===== config.mk =====
export PLATFORM = sky130hd
export DESIGN_NAME = ipv4_tcp_udp_header_parser
export DESIGN_NICKNAME = d
export VERILOG_FILES = /design/src/design/ipv4p_pkg.sv /design/src/design/ipv4p_judge.sv /design/src/design/ipv4_tcp_udp_header_parser.sv
export SDC_FILE = /design/constraint.sdc
export NUM_CORES = 1
export LEC_CHECK = 0
export ABC_AREA = 0
export BUFFER_PORTS_ARGS = -buffer_cell sky130_fd_sc_hd__buf_2
export CAP_MARGIN = 5
export CORE_UTILIZATION = 25
export CTS_CLUSTER_SIZE = 16
export DETAILED_ROUTE_END_ITERATION = 10
export PLACE_DENSITY_LB_ADDON = 0.25
export SYNTH_ARGS = -nofsm -noshare
export SYNTH_HDL_FRONTEND = slang
export SYNTH_SLANG_ARGS = --single-unit

===== constraint.sdc =====
create_clock -name clk -period 15.1 [get_ports clk]
set_input_delay 1.51 -clock clk [delete_from_list [all_inputs] [get_ports clk]]
set_output_delay 1.51 -clock clk [all_outputs]
set_load 0.1 [all_outputs]

===== src/design/ipv4p_pkg.sv =====
`default_nettype none
package ipv4p_pkg;

  localparam int unsigned MAX_FRAME_BYTES = 65536;
  localparam int unsigned POS_W = $clog2(MAX_FRAME_BYTES + 1);

  localparam logic [7:0] LINK_OFFSET_RESET = 8'd14;
  localparam logic [7:0] PROTO_TCP = 8'd6;
  localparam logic [7:0] PROTO_UDP = 8'd17;
  localparam logic [5:0] MIN_IP_BYTES = 6'd20;
  localparam logic [5:0] MIN_TCP_BYTES = 6'd20;
  localparam logic [5:0] UDP_BYTES = 6'd8;
  localparam logic [15:0] PAYLOAD_MAX = 16'hFFFF;

  typedef enum logic [2:0] {
    ST_TCP_OK      = 3'd0,
    ST_UDP_OK      = 3'd1,
    ST_SHORT_LINK  = 3'd2,
    ST_SHORT_IP    = 3'd3,
    ST_BAD_IHL     = 3'd4,
    ST_OTHER_PROTO = 3'd5,
    ST_SHORT_TCP   = 3'd6,
    ST_SHORT_UDP   = 3'd7
  } status_t;

  typedef enum logic [1:0] {
    KIND_NONE = 2'd0,
    KIND_TCP  = 2'd1,
    KIND_UDP  = 2'd2
  } kind_t;

  typedef struct packed {
    logic [POS_W-1:0] total;
    logic [7:0]       link_offset;
    logic [5:0]       hdr_bytes;
    kind_t            kind;
    logic [5:0]       tcp_bytes;
    logic [3:0]       version;
    logic [7:0]       service;
    logic [12:0]      fragment;
    logic [31:0]      src_addr;
    logic [31:0]      dst_addr;
    logic [31:0]      ports;
    logic [31:0]      seq;
    logic [31:0]      ack;
    logic [5:0]       flags;
  } frame_t;

  typedef struct packed {
    status_t     status;
    logic [3:0]  version;
    logic [5:0]  hdr_bytes;
    logic [7:0]  service;
    logic [12:0] fragment;
    logic [31:0] src_addr;
    logic [31:0] dst_addr;
    logic [31:0] ports;
    logic [31:0] seq;
    logic [31:0] ack;
    logic [5:0]  flags;
    logic [15:0] payload;
  } result_t;

endpackage
`default_nettype wire


===== src/design/ipv4p_judge.sv =====
`default_nettype none
module ipv4p_judge (
  input  ipv4p_pkg::frame_t  frame,
  output ipv4p_pkg::result_t result
);
  import ipv4p_pkg::*;

  logic [POS_W-1:0] ip_rest;
  logic [POS_W-1:0] l4_rest;
  logic [POS_W-1:0] payload_raw;
  logic [15:0]      payload_sat;
  status_t          status;

  always_comb begin
    ip_rest = frame.total - POS_W'(frame.link_offset);
    l4_rest = ip_rest - POS_W'(frame.hdr_bytes);
    if (frame.kind == KIND_TCP) begin
      payload_raw = l4_rest - POS_W'(frame.tcp_bytes);
    end else begin
      payload_raw = l4_rest - POS_W'(UDP_BYTES);
    end
    payload_sat = (payload_raw > POS_W'(PAYLOAD_MAX)) ? PAYLOAD_MAX : payload_raw[15:0];
  end

  always_comb begin
    priority if (frame.total < POS_W'(frame.link_offset)) begin
      status = ST_SHORT_LINK;
    end else if (ip_rest < POS_W'(MIN_IP_BYTES)) begin
      status = ST_SHORT_IP;
    end else if (frame.hdr_bytes < MIN_IP_BYTES) begin
      status = ST_BAD_IHL;
    end else if (ip_rest < POS_W'(frame.hdr_bytes)) begin
      status = ST_SHORT_IP;
    end else if (frame.kind == KIND_TCP) begin
      if (l4_rest < POS_W'(MIN_TCP_BYTES) || l4_rest < POS_W'(frame.tcp_bytes)) begin
        status = ST_SHORT_TCP;
      end else begin
        status = ST_TCP_OK;
      end
    end else if (frame.kind == KIND_UDP) begin
      if (l4_rest < POS_W'(UDP_BYTES)) begin
        status = ST_SHORT_UDP;
      end else begin
        status = ST_UDP_OK;
      end
    end else begin
      status = ST_OTHER_PROTO;
    end
  end

  always_comb begin
    result = '0;
    result.status = status;
    if (status == ST_TCP_OK || status == ST_UDP_OK) begin
      result.version   = frame.version;
      result.hdr_bytes = frame.hdr_bytes;
      result.service   = frame.service;
      result.fragment  = frame.fragment;
      result.src_addr  = frame.src_addr;
      result.dst_addr  = frame.dst_addr;
      result.ports     = frame.ports;
      result.payload   = payload_sat;
      if (status == ST_TCP_OK) begin
        result.seq   = frame.seq;
        result.ack   = frame.ack;
        result.flags = frame.flags;
      end
    end
  end

endmodule
`default_nettype wire


===== src/design/ipv4_tcp_udp_header_parser.sv =====
`default_nettype none
// Parses one frame byte per cycle: skips cfg_data link-header bytes, captures the IPv4
// header and the TCP or UDP header, and after the byte flagged last_byte delivers one
// result beat with a status code and the payload length. Bytes are taken back to back;
// the result passes through a frame-snapshot register, then the result register holding
// the status decode. in_ready drops only while both the snapshot and the result register
// are full and out_ready is low. Frames longer than 65536 bytes are counted as 65536
// bytes.
module ipv4_tcp_udp_header_parser (
  input  wire logic        clk,
  input  wire logic        rst,
  input  wire logic        cfg_write,
  input  wire logic [7:0]  cfg_data,
  input  wire logic        in_valid,
  output logic             in_ready,
  input  wire logic [7:0]  data_byte,
  input  wire logic        last_byte,
  output logic             out_valid,
  input  wire logic        out_ready,
  output logic [2:0]       status,
  output logic [3:0]       ip_version,
  output logic [5:0]       ip_header_bytes,
  output logic [7:0]       service_type,
  output logic [12:0]      fragment_offset,
  output logic [31:0]      src_address,
  output logic [31:0]      dst_address,
  output logic [31:0]      port_pair,
  output logic [31:0]      sequence_number,
  output logic [31:0]      acknowledge_number,
  output logic [5:0]       tcp_flag_bits,
  output logic [15:0]      payload_length
);
  import ipv4p_pkg::*;

  logic [7:0]       link_offset;
  logic [POS_W-1:0] byte_position;
  frame_t           cur;
  frame_t           cap;

  frame_t           snap;
  logic             snap_valid;
  logic             snap_adv;
  result_t          res;
  result_t          res_next;

  logic             accept;
  logic             pos_live;
  logic             in_ip;
  logic [POS_W-1:0] ip_idx;
  logic [5:0]       hl_eff;
  logic [POS_W-1:0] l4_idx;
  logic             in_l4;

  assign accept   = in_valid && in_ready;
  assign snap_adv = snap_valid && (!out_valid || out_ready);
  assign in_ready = !snap_valid || snap_adv;

  always_comb begin
    pos_live = byte_position < POS_W'(MAX_FRAME_BYTES);
    in_ip    = byte_position >= POS_W'(link_offset);
    ip_idx   = byte_position - POS_W'(link_offset);
    cap      = cur;
    cap.link_offset = link_offset;
    cap.total = pos_live ? byte_position + POS_W'(1) : byte_position;

    if (pos_live && in_ip) begin
      unique case (1'b1)
        ip_idx == POS_W'(0): begin
          cap.version   = data_byte[7:4];
          cap.hdr_bytes = {data_byte[3:0], 2'b00};
        end
        ip_idx == POS_W'(1): cap.service = data_byte;
        ip_idx == POS_W'(6): cap.fragment = {data_byte[4:0], cur.fragment[7:0]};
        ip_idx == POS_W'(7): cap.fragment = {cur.fragment[12:8], data_byte};
        ip_idx == POS_W'(9): begin
          if (data_byte == PROTO_TCP) begin
            cap.kind = KIND_TCP;
          end else if (data_byte == PROTO_UDP) begin
            cap.kind = KIND_UDP;
          end else begin
            cap.kind = KIND_NONE;
          end
        end
        ip_idx >= POS_W'(12) && ip_idx < POS_W'(16):
          cap.src_addr = {cur.src_addr[23:0], data_byte};
        ip_idx >= POS_W'(16) && ip_idx < POS_W'(20):
          cap.dst_addr = {cur.dst_addr[23:0], data_byte};
        default: ;
      endcase
    end

    hl_eff = cap.hdr_bytes;
    l4_idx = ip_idx - POS_W'(hl_eff);
    in_l4  = pos_live && in_ip && (hl_eff >= MIN_IP_BYTES) && (ip_idx >= POS_W'(hl_eff));

    if (in_l4) begin
      unique case (cap.kind)
        KIND_TCP: begin
          if (l4_idx < POS_W'(4)) begin
            cap.ports = {cur.ports[23:0], data_byte};
          end else if (l4_idx < POS_W'(8)) begin
            cap.seq = {cur.seq[23:0], data_byte};
          end else if (l4_idx < POS_W'(12)) begin
            cap.ack = {cur.ack[23:0], data_byte};
          end else if (l4_idx == POS_W'(12)) begin
            cap.tcp_bytes = {data_byte[7:4], 2'b00};
          end else if (l4_idx == POS_W'(13)) begin
            cap.flags = data_byte[5:0];
          end
        end
        KIND_UDP: begin
          if (l4_idx < POS_W'(4)) begin
            cap.ports = {cur.ports[23:0], data_byte};
          end
        end
        default: ;
      endcase
    end
  end

  always_ff @(posedge clk) begin
    if (rst) begin
      link_offset   <= LINK_OFFSET_RESET;
      byte_position <= '0;
      cur           <= '0;
      snap_valid    <= 1'b0;
      out_valid     <= 1'b0;
    end else begin
      if (cfg_write) begin
        link_offset <= cfg_data;
      end
      if (accept) begin
        if (last_byte) begin
          byte_position <= '0;
          cur           <= '0;
        end else begin
          byte_position <= cap.total;
          cur           <= cap;
        end
      end
      if (accept && last_byte) begin
        snap_valid <= 1'b1;
      end else if (snap_adv) begin
        snap_valid <= 1'b0;
      end
      if (snap_adv) begin
        out_valid <= 1'b1;
      end else if (out_ready) begin
        out_valid <= 1'b0;
      end
    end
  end

  always_ff @(posedge clk) begin
    if (accept && last_byte) begin
      snap <= cap;
    end
    if (snap_adv) begin
      res <= res_next;
    end
  end

  ipv4p_judge u_judge (
    .frame  (snap),
    .result (res_next)
  );

  assign status             = res.status;
  assign ip_version         = res.version;
  assign ip_header_bytes    = res.hdr_bytes;
  assign service_type       = res.service;
  assign fragment_offset    = res.fragment;
  assign src_address        = res.src_addr;
  assign dst_address        = res.dst_addr;
  assign port_pair          = res.ports;
  assign sequence_number    = res.seq;
  assign acknowledge_number = res.ack;
  assign tcp_flag_bits      = res.flags;
  assign payload_length     = res.payload;

endmodule
`default_nettype wire


==> metrics.cfg, run 1 <==
[synthesis]
synth_flop_cell = edfxtp_1
synth_top_area_cell = edfxtp_1
synth_top_area_share_pct = 43.1
yosysUniqueCellTypes = 86
synthCells = 2743
synth.area.top_cells = edfxtp_1 43%, dfxtp_1 15%, and2_1 4.3%, nand3_1 4.0%, mux2_1 3.7%
synth_enable_flop_cells = 446
syn_area_per_cell_um2 = 11.3
synth_seq_area_share_pct = 58.0
ys_seq_elements = 678
netlist_area_mm2 = 0.0311
async_flop_share_pct = 0
yosys_warnings = 0
syn_nets = 2808

[pwr]
power_frac_comb_pct = 8.5
p_per_area_mw_per_mm2 = 120
power_frac_seq_pct = 46.4
internal_power_w = 0.00324
ir_drop_mv = 0.0754
p_sw_w = 0.00111
swShare_pct = 25.5
leakagePower_nw = 13.0
clock_power_share_pct = 45.0

[hold_path]
hp-start = link_offset[2]
hold_depth = 0
hold_end = snap[207]
hold_class = flop to flop

[place]
gp_congestion = 0.829
port_buffers = 239
dpl.hpwl_um = 55900

[worst_setup_path]
cpPeakStageDelay_ns = 0.75
cp-start-kind = flop
cp_num_buf_inv = 4
crit_cells = 22
cp_top_family = simple AND/OR/NAND/NOR gates
path_cells = inv_1, ha_1, fa_1, nand2b_1, a211oi_1, nor4_1, a31oi_1, nand2_1, or4_4, nor2_4, mux2_4, inv_1, ha_1, nand2_1, or3_1, o31a_1, o211a_1, nor2_4, buf_4, and2_2, buf_4, mux2_1
worstReg2RegEnd = snap[80]
crit_slowest_cell = buf_4
crit_type = flop to flop
rrSetupSlack_ns = 6.94
cp-end-kind = flop
worstPathMaxFanout = 74
cp.arrival_ns = 8.56
r2r-start = byte_position[0]
worstPathRequired_ns = 15.50
worstRegToRegCells = 22

[routing]
antenna_left = 0
drc_errors = 0
via_per_inst = 4.74
firstDrtPassIters = 6
wirelength_um = 89200
vias = 21683
drt_iter0_markers = 1804
avgRoutedWirePerCell_um = 19.5

[clock_network]
clockBufferDepth = 3
htreeDepth = 3
cts_setup_buffers = 0
cts-root-buf = clkbuf_16
cts_buffers = 80
path_clk_slew_ns = 0.06
cts.sinks = 678
cts_resized = 0
clkLatencyLatePin_ns = 0.65
cts_tree = yes
hold_buffers = 0

[floorplan]
io_pins = 240
fp-row-count = 128
die_x_um = 355
dieArea_mm2 = 0.126
start_util_pct = 25.4
die_h_um = 355
coreArea_mm2 = 0.123

[sta]
max_freq_mhz = 123
fin_crit_sh_pct = 54.0
slew_viol_final = 0
hold_violations = 0
clock_skew_ns = 0.0276
hold_ws_ns = 0.434
rsz0062_at_grt = no
fin_crit_ns = 8.16
worst_pin_slew_ns = 1.05
relSlewSlack_pct = 29.2
finalSetupTns_ns = 0
setup_viol = 0

[global_route]
grt_pass1_wl_um = 134000
first_global_vias = 20558
track_usage_pct = 13.8
grt_start_max_net_pins = 145
antenna_found_initial = 10
gr-total-overflow = 0

[cells_and_area]
synthToLayoutAreaGrowth_pct = 17.2
drive_gt1_share_pct = 17.1
nNetsFinal = 2947

[job]
max_cap_violations = 0

[status]
status = completed

[cell usage in the layout, fill, tap and decap left out, types with 84 or more instances in the layout]
cell type  count
buf_2        238
mux2_1       101
nand3_1      246
clkbuf_16     84
nand2_1      199
dfxtp_1      232
o311ai_1      96
a22oi_1      107
and2_1       212
nor2_1       174
nor3_1        99
edfxtp_1     446
[synthesized netlist by cell type, drive strengths merged (4+ instances only)]
cell type and n:
xor2 21, dfxtp 232, or3 12, a21oi 32, a41oi 4, nor2b 17
nand4 16, o211ai 7, clkbuf 185, mux2i 8, a211o 6, nor2 177
and4 7, a22oi 107, nor3 100, a21o 12, a211oi 14, buf 28
nand2 200, inv 66, nand3 246, nand2b 11, nand3b 5, ha 38
mux2 182, nor4 22, fa 5, a21boi 22, and2 216, o311ai 108
o21a 4, a31oi 5, and3 10, a2111oi 8, edfxtp 446, o21ai 59
or4 8, xnor2 40, or2 8, o211a 9
[stage by stage]
step / total power, W / setup slack (ns) / utilization (%) / cell area (µm²) / cells
global placement: 0.00244 / 7.08 / 27.5 / 33700 / 4425
floorplan: 0.00235 / 3.16 / - / 31100 / 2743
finish: 0.00435 / 6.94 / 29.7 / 36400 / 4579
global route: 0.00451 / 6.40 / 29.7 / 36400 / 4575
detailed placement: 0.00244 / 6.98 / 27.5 / 33700 / 4425
CTS: 0.00443 / 6.97 / 29.7 / 36400 / 4575
[worst reg2reg max path: cells and delay by family (launching register included)]
family | cells | cell delay, ns
mux | 2 | 0.66
compound gates | 4 | 1.12
fa+ha+maj | 3 | 1.14
buf+inv | 4 | 1.44
flops | 1 | 0.37
simple gates | 9 | 3.20
[routing by layer]
layer | wire length [µm] | part of all wire (%) | vias to the layer above | GRT usage (%)
met5 | 26 | 0.029 | - | 0
met4 | 1860 | 2.1 | 4 | 3.94
met3 | 4520 | 5.1 | 117 | 2.30
met2 | 41500 | 47 | 559 | 21.8
met1 | 41300 | 46 | 10567 | 19.3
li1 | - | - | 10436 | -
[worst max-delay path by stage]
stage / endpoint / start / slack, ns
floorplan: acknowledge_number[0] / out_ready / 3.16
global placement: snap[70] / byte_position[0] / 7.08
detailed placement: snap[80] / byte_position[0] / 6.98
CTS: snap[80] / byte_position[0] / 6.97
global route: snap[80] / byte_position[0] / 6.40
finish: snap[80] / byte_position[0] / 6.94
[cells by family (layout without fill, tap and decap cells)]
group / after synthesis / in the layout / synth area share [%]
AOI/OAI and AO/OA: 425 / 425 / 10.4
xor gates and xnor gates: 61 / 61 / 1.72
adders and majority gates: 44 / 44 / 1.88
buffers and inverters: 280 / 487 / 3.71
DFF: 678 / 678 / 58.0
muxes: 190 / 190 / 6.86
other: 0 / 4 / 0
and+or+nand+nor: 1065 / 1065 / 17.4
[layout make-up]
| class | count | area (µm²) |
|---|---|---|
| clock inverters | 43 | 449 |
| diodes | 4 | 10.0 |
| fillers | 12566 | 86100 |
| inverters | 67 | 263 |
| repair buffers | 270 | 1450 |
| clock buffers | 107 | 2220 |
| well taps | 1625 | 2030 |
| flip-flops and latches | 678 | 18000 |
| multi-input cells | 1785 | 12000 |
[sequential cells by signal (all words and copies together), names as in the netlist, 13 cells and up]
name                count
acknowledge_number     32
byte_position          17
cur                   205
dst_address            32
fragment_offset        13
payload_length         16
port_pair              32
sequence_number        32
snap                  230
src_address            32
[power groups by stage]
stage	Sequential (W)	Clock [W]	Combinational, W
after floorplan	0.00218	0	0.000171
after global placement	0.00206	0	0.000378
after CTS	0.00202	0.00203	0.000378
final	0.00202	0.00196	0.000372
after global routing	0.00203	0.00209	0.000401
after detailed placement	0.00206	0	0.000376
No activity file was read; power rests on OpenSTA's default activity.
==> inputs of run 2 (changes only) <==
Clock period 15.1 ns to 8.1 ns, I/O delays scaled along.
==> run 2 against run 1 <==
  * Register-to-register slack worse by 5.6 ns
  * Via count up 0.84%
  * Final area up 0.27%
  * Final cell count up 0.15%
  * Core utilization up 0.080 points
  * Total power up 88%
  * Largest power group unchanged
  * Setup slack worse by 5.6 ns
  * Clock skew up 0.0056 ns
  * Critical path type unchanged
  * Critical path depth down 2
  * Die area unchanged
  * First-iteration DRC count down 9.9%
  * Critical endpoint is now snap[1]
==> metrics.cfg, run 2 (synthesis gave the netlist of run 1 again) <==
[pwr]
swShare_pct = 25.7
internal_power_w = 0.00608
clock_power_share_pct = 45.5
power_frac_comb_pct = 8.5
p_sw_w = 0.00211
ir_drop_mv = 0.130
p_per_area_mw_per_mm2 = 224
power_frac_seq_pct = 46.1
leakagePower_nw = 13.1

[sta]
max_freq_mhz = 148
hold_ws_ns = 0.402
fin_crit_sh_pct = 83.3
worst_pin_slew_ns = 1.09
fin_crit_ns = 6.75
slew_viol_final = 0
relSlewSlack_pct = 27.1
clock_skew_ns = 0.0332
finalSetupTns_ns = 0
hold_violations = 0
setup_viol = 0
rsz0062_at_grt = no

[floorplan]
coreArea_mm2 = 0.123
die_h_um = 355
io_pins = 240
dieArea_mm2 = 0.126
die_x_um = 355
start_util_pct = 25.4
fp-row-count = 128

[routing]
firstDrtPassIters = 5
drt_iter0_markers = 1626
via_per_inst = 4.77
antenna_left = 0
avgRoutedWirePerCell_um = 19.7
vias = 21866
drc_errors = 0
wirelength_um = 90500

[worst_setup_path]
rrSetupSlack_ns = 1.35
endpoint = snap[1]
r2r-start = byte_position[0]
worstPathRequired_ns = 8.50
cp-end-kind = flop
cp.arrival_ns = 7.15
cpPeakStageDelay_ns = 0.60
path_cells = inv_1, ha_1, fa_1, nand2b_1, a21oi_1, xnor2_1, o221ai_1, or2_2, nor4_4, nand2_1, and2_1, ha_1, o21ai_0, a41oi_1, a211oi_2, a2111oi_0, o311a_1, nor4_2, and2_1, mux2_2
crit_slowest_cell = nor4_2
critical_path.startpoint = byte_position[0]
worstRegToRegCells = 20
cp_top_family = simple AND/OR/NAND/NOR gates
cp_num_buf_inv = 1
cp-start-kind = flop
worstReg2RegEnd = snap[1]
crit_type = flop to flop
crit_cells = 20
worstPathMaxFanout = 12

[clock_network]
cts-root-buf = clkbuf_16
cts.sinks = 678
hold_buffers = 0
cts_tree = yes
clockBufferDepth = 3
htreeDepth = 3
clkLatencyLatePin_ns = 0.66
path_clk_slew_ns = 0.06
cts_resized = 0
cts_buffers = 82
cts_setup_buffers = 0

[cells_and_area]
mostFrequentLayoutCells = 446 x edfxtp_1, 246 x nand3_1, 238 x buf_2
drive_gt1_share_pct = 17.6
synthToLayoutAreaGrowth_pct = 17.5
fin_cells = 4586
regMostFlops = snap
reg_top3 = snap (230), cur (205)
largest_reg_flops = 230
final_util_pct = 29.8
nNetsFinal = 2953
layout_commonest_cell = edfxtp_1

[global_route]
track_usage_pct = 14.0
antenna_found_initial = 10
grt_start_max_net_pins = 100
grt_pass1_wl_um = 136000
gr-total-overflow = 0
first_global_vias = 21091

[place]
dpl.hpwl_um = 57200
gp_congestion = 0.844
dp.cells = 4429
port_buffers = 239

[status]
status = completed

[hold_path]
hold_class = input pin to flop

[job]
max_cap_violations = 0

run 2: cell types whose count changed in the layout (fill, tap and decap cells not counted), sizes merged:
cell and change:
clkinvlp +2, buf +4, clkinv -1, clkbuf +1
diode -1, inv +2
run 2: worst min-delay path: stages:
cell and delay (ns):
buf_2 0.08, mux2i_1 0.06, nor2_1 0.07
run 2: layout make-up:
type | instances | area, µm²
antenna | 3 | 7.51
clock buffer | 108 | 2250
clock inverter | 46 | 459
fill | 12566 | 86000
inverter | 67 | 263
multi-input combinational | 1785 | 12000
sequential | 678 | 18000
tap | 1625 | 2030
timing repair buffer | 274 | 1510
run 2: power by group through the flow:
stage	Combinational (W)	Clock, W	Sequential [W]
2_1_floorplan	0.000316	0	0.00405
3_3_place_gp	0.000699	0	0.00384
3_5_place_dp	0.000700	0	0.00384
4_1_cts	0.000702	0.00384	0.00377
5_1_grt	0.000746	0.00396	0.00377
6_report	0.000692	0.00372	0.00377
run 2: metal layers:
layer | track usage, % | routed length, µm
met3 | 2.13 | 4750
met1 | 19.6 | 41500
met4 | 4.38 | 2180
met5 | 0 | 12
met2 | 22.2 | 42000
run 2: worst min path at each step:
stage | from | to | slack, ns | depth (start not counted)
3_3_place_gp | link_offset[3] | snap[208] | 0.42 | 0
4_1_cts | cfg_data[5] | link_offset[5] | 0.36 | 3
5_1_grt | cfg_data[5] | link_offset[5] | 0.41 | 3
2_1_floorplan | cur[191] | cur[191] | 0.41 | 2
3_5_place_dp | link_offset[2] | snap[207] | 0.42 | 0
6_report | cfg_data[5] | link_offset[5] | 0.40 | 3
run 2: metrics by stage:
stage | cell area, µm² | worst slack [ns] | total power [W]
after CTS | 36500 | 1.34 | 0.00831
after global placement | 33800 | 1.50 | 0.00454
final | 36500 | 1.35 | 0.00818
after detailed placement | 33800 | 1.36 | 0.00454
after global routing | 36500 | 0.815 | 0.00848
after floorplan | 31100 | 0.604 | 0.00437
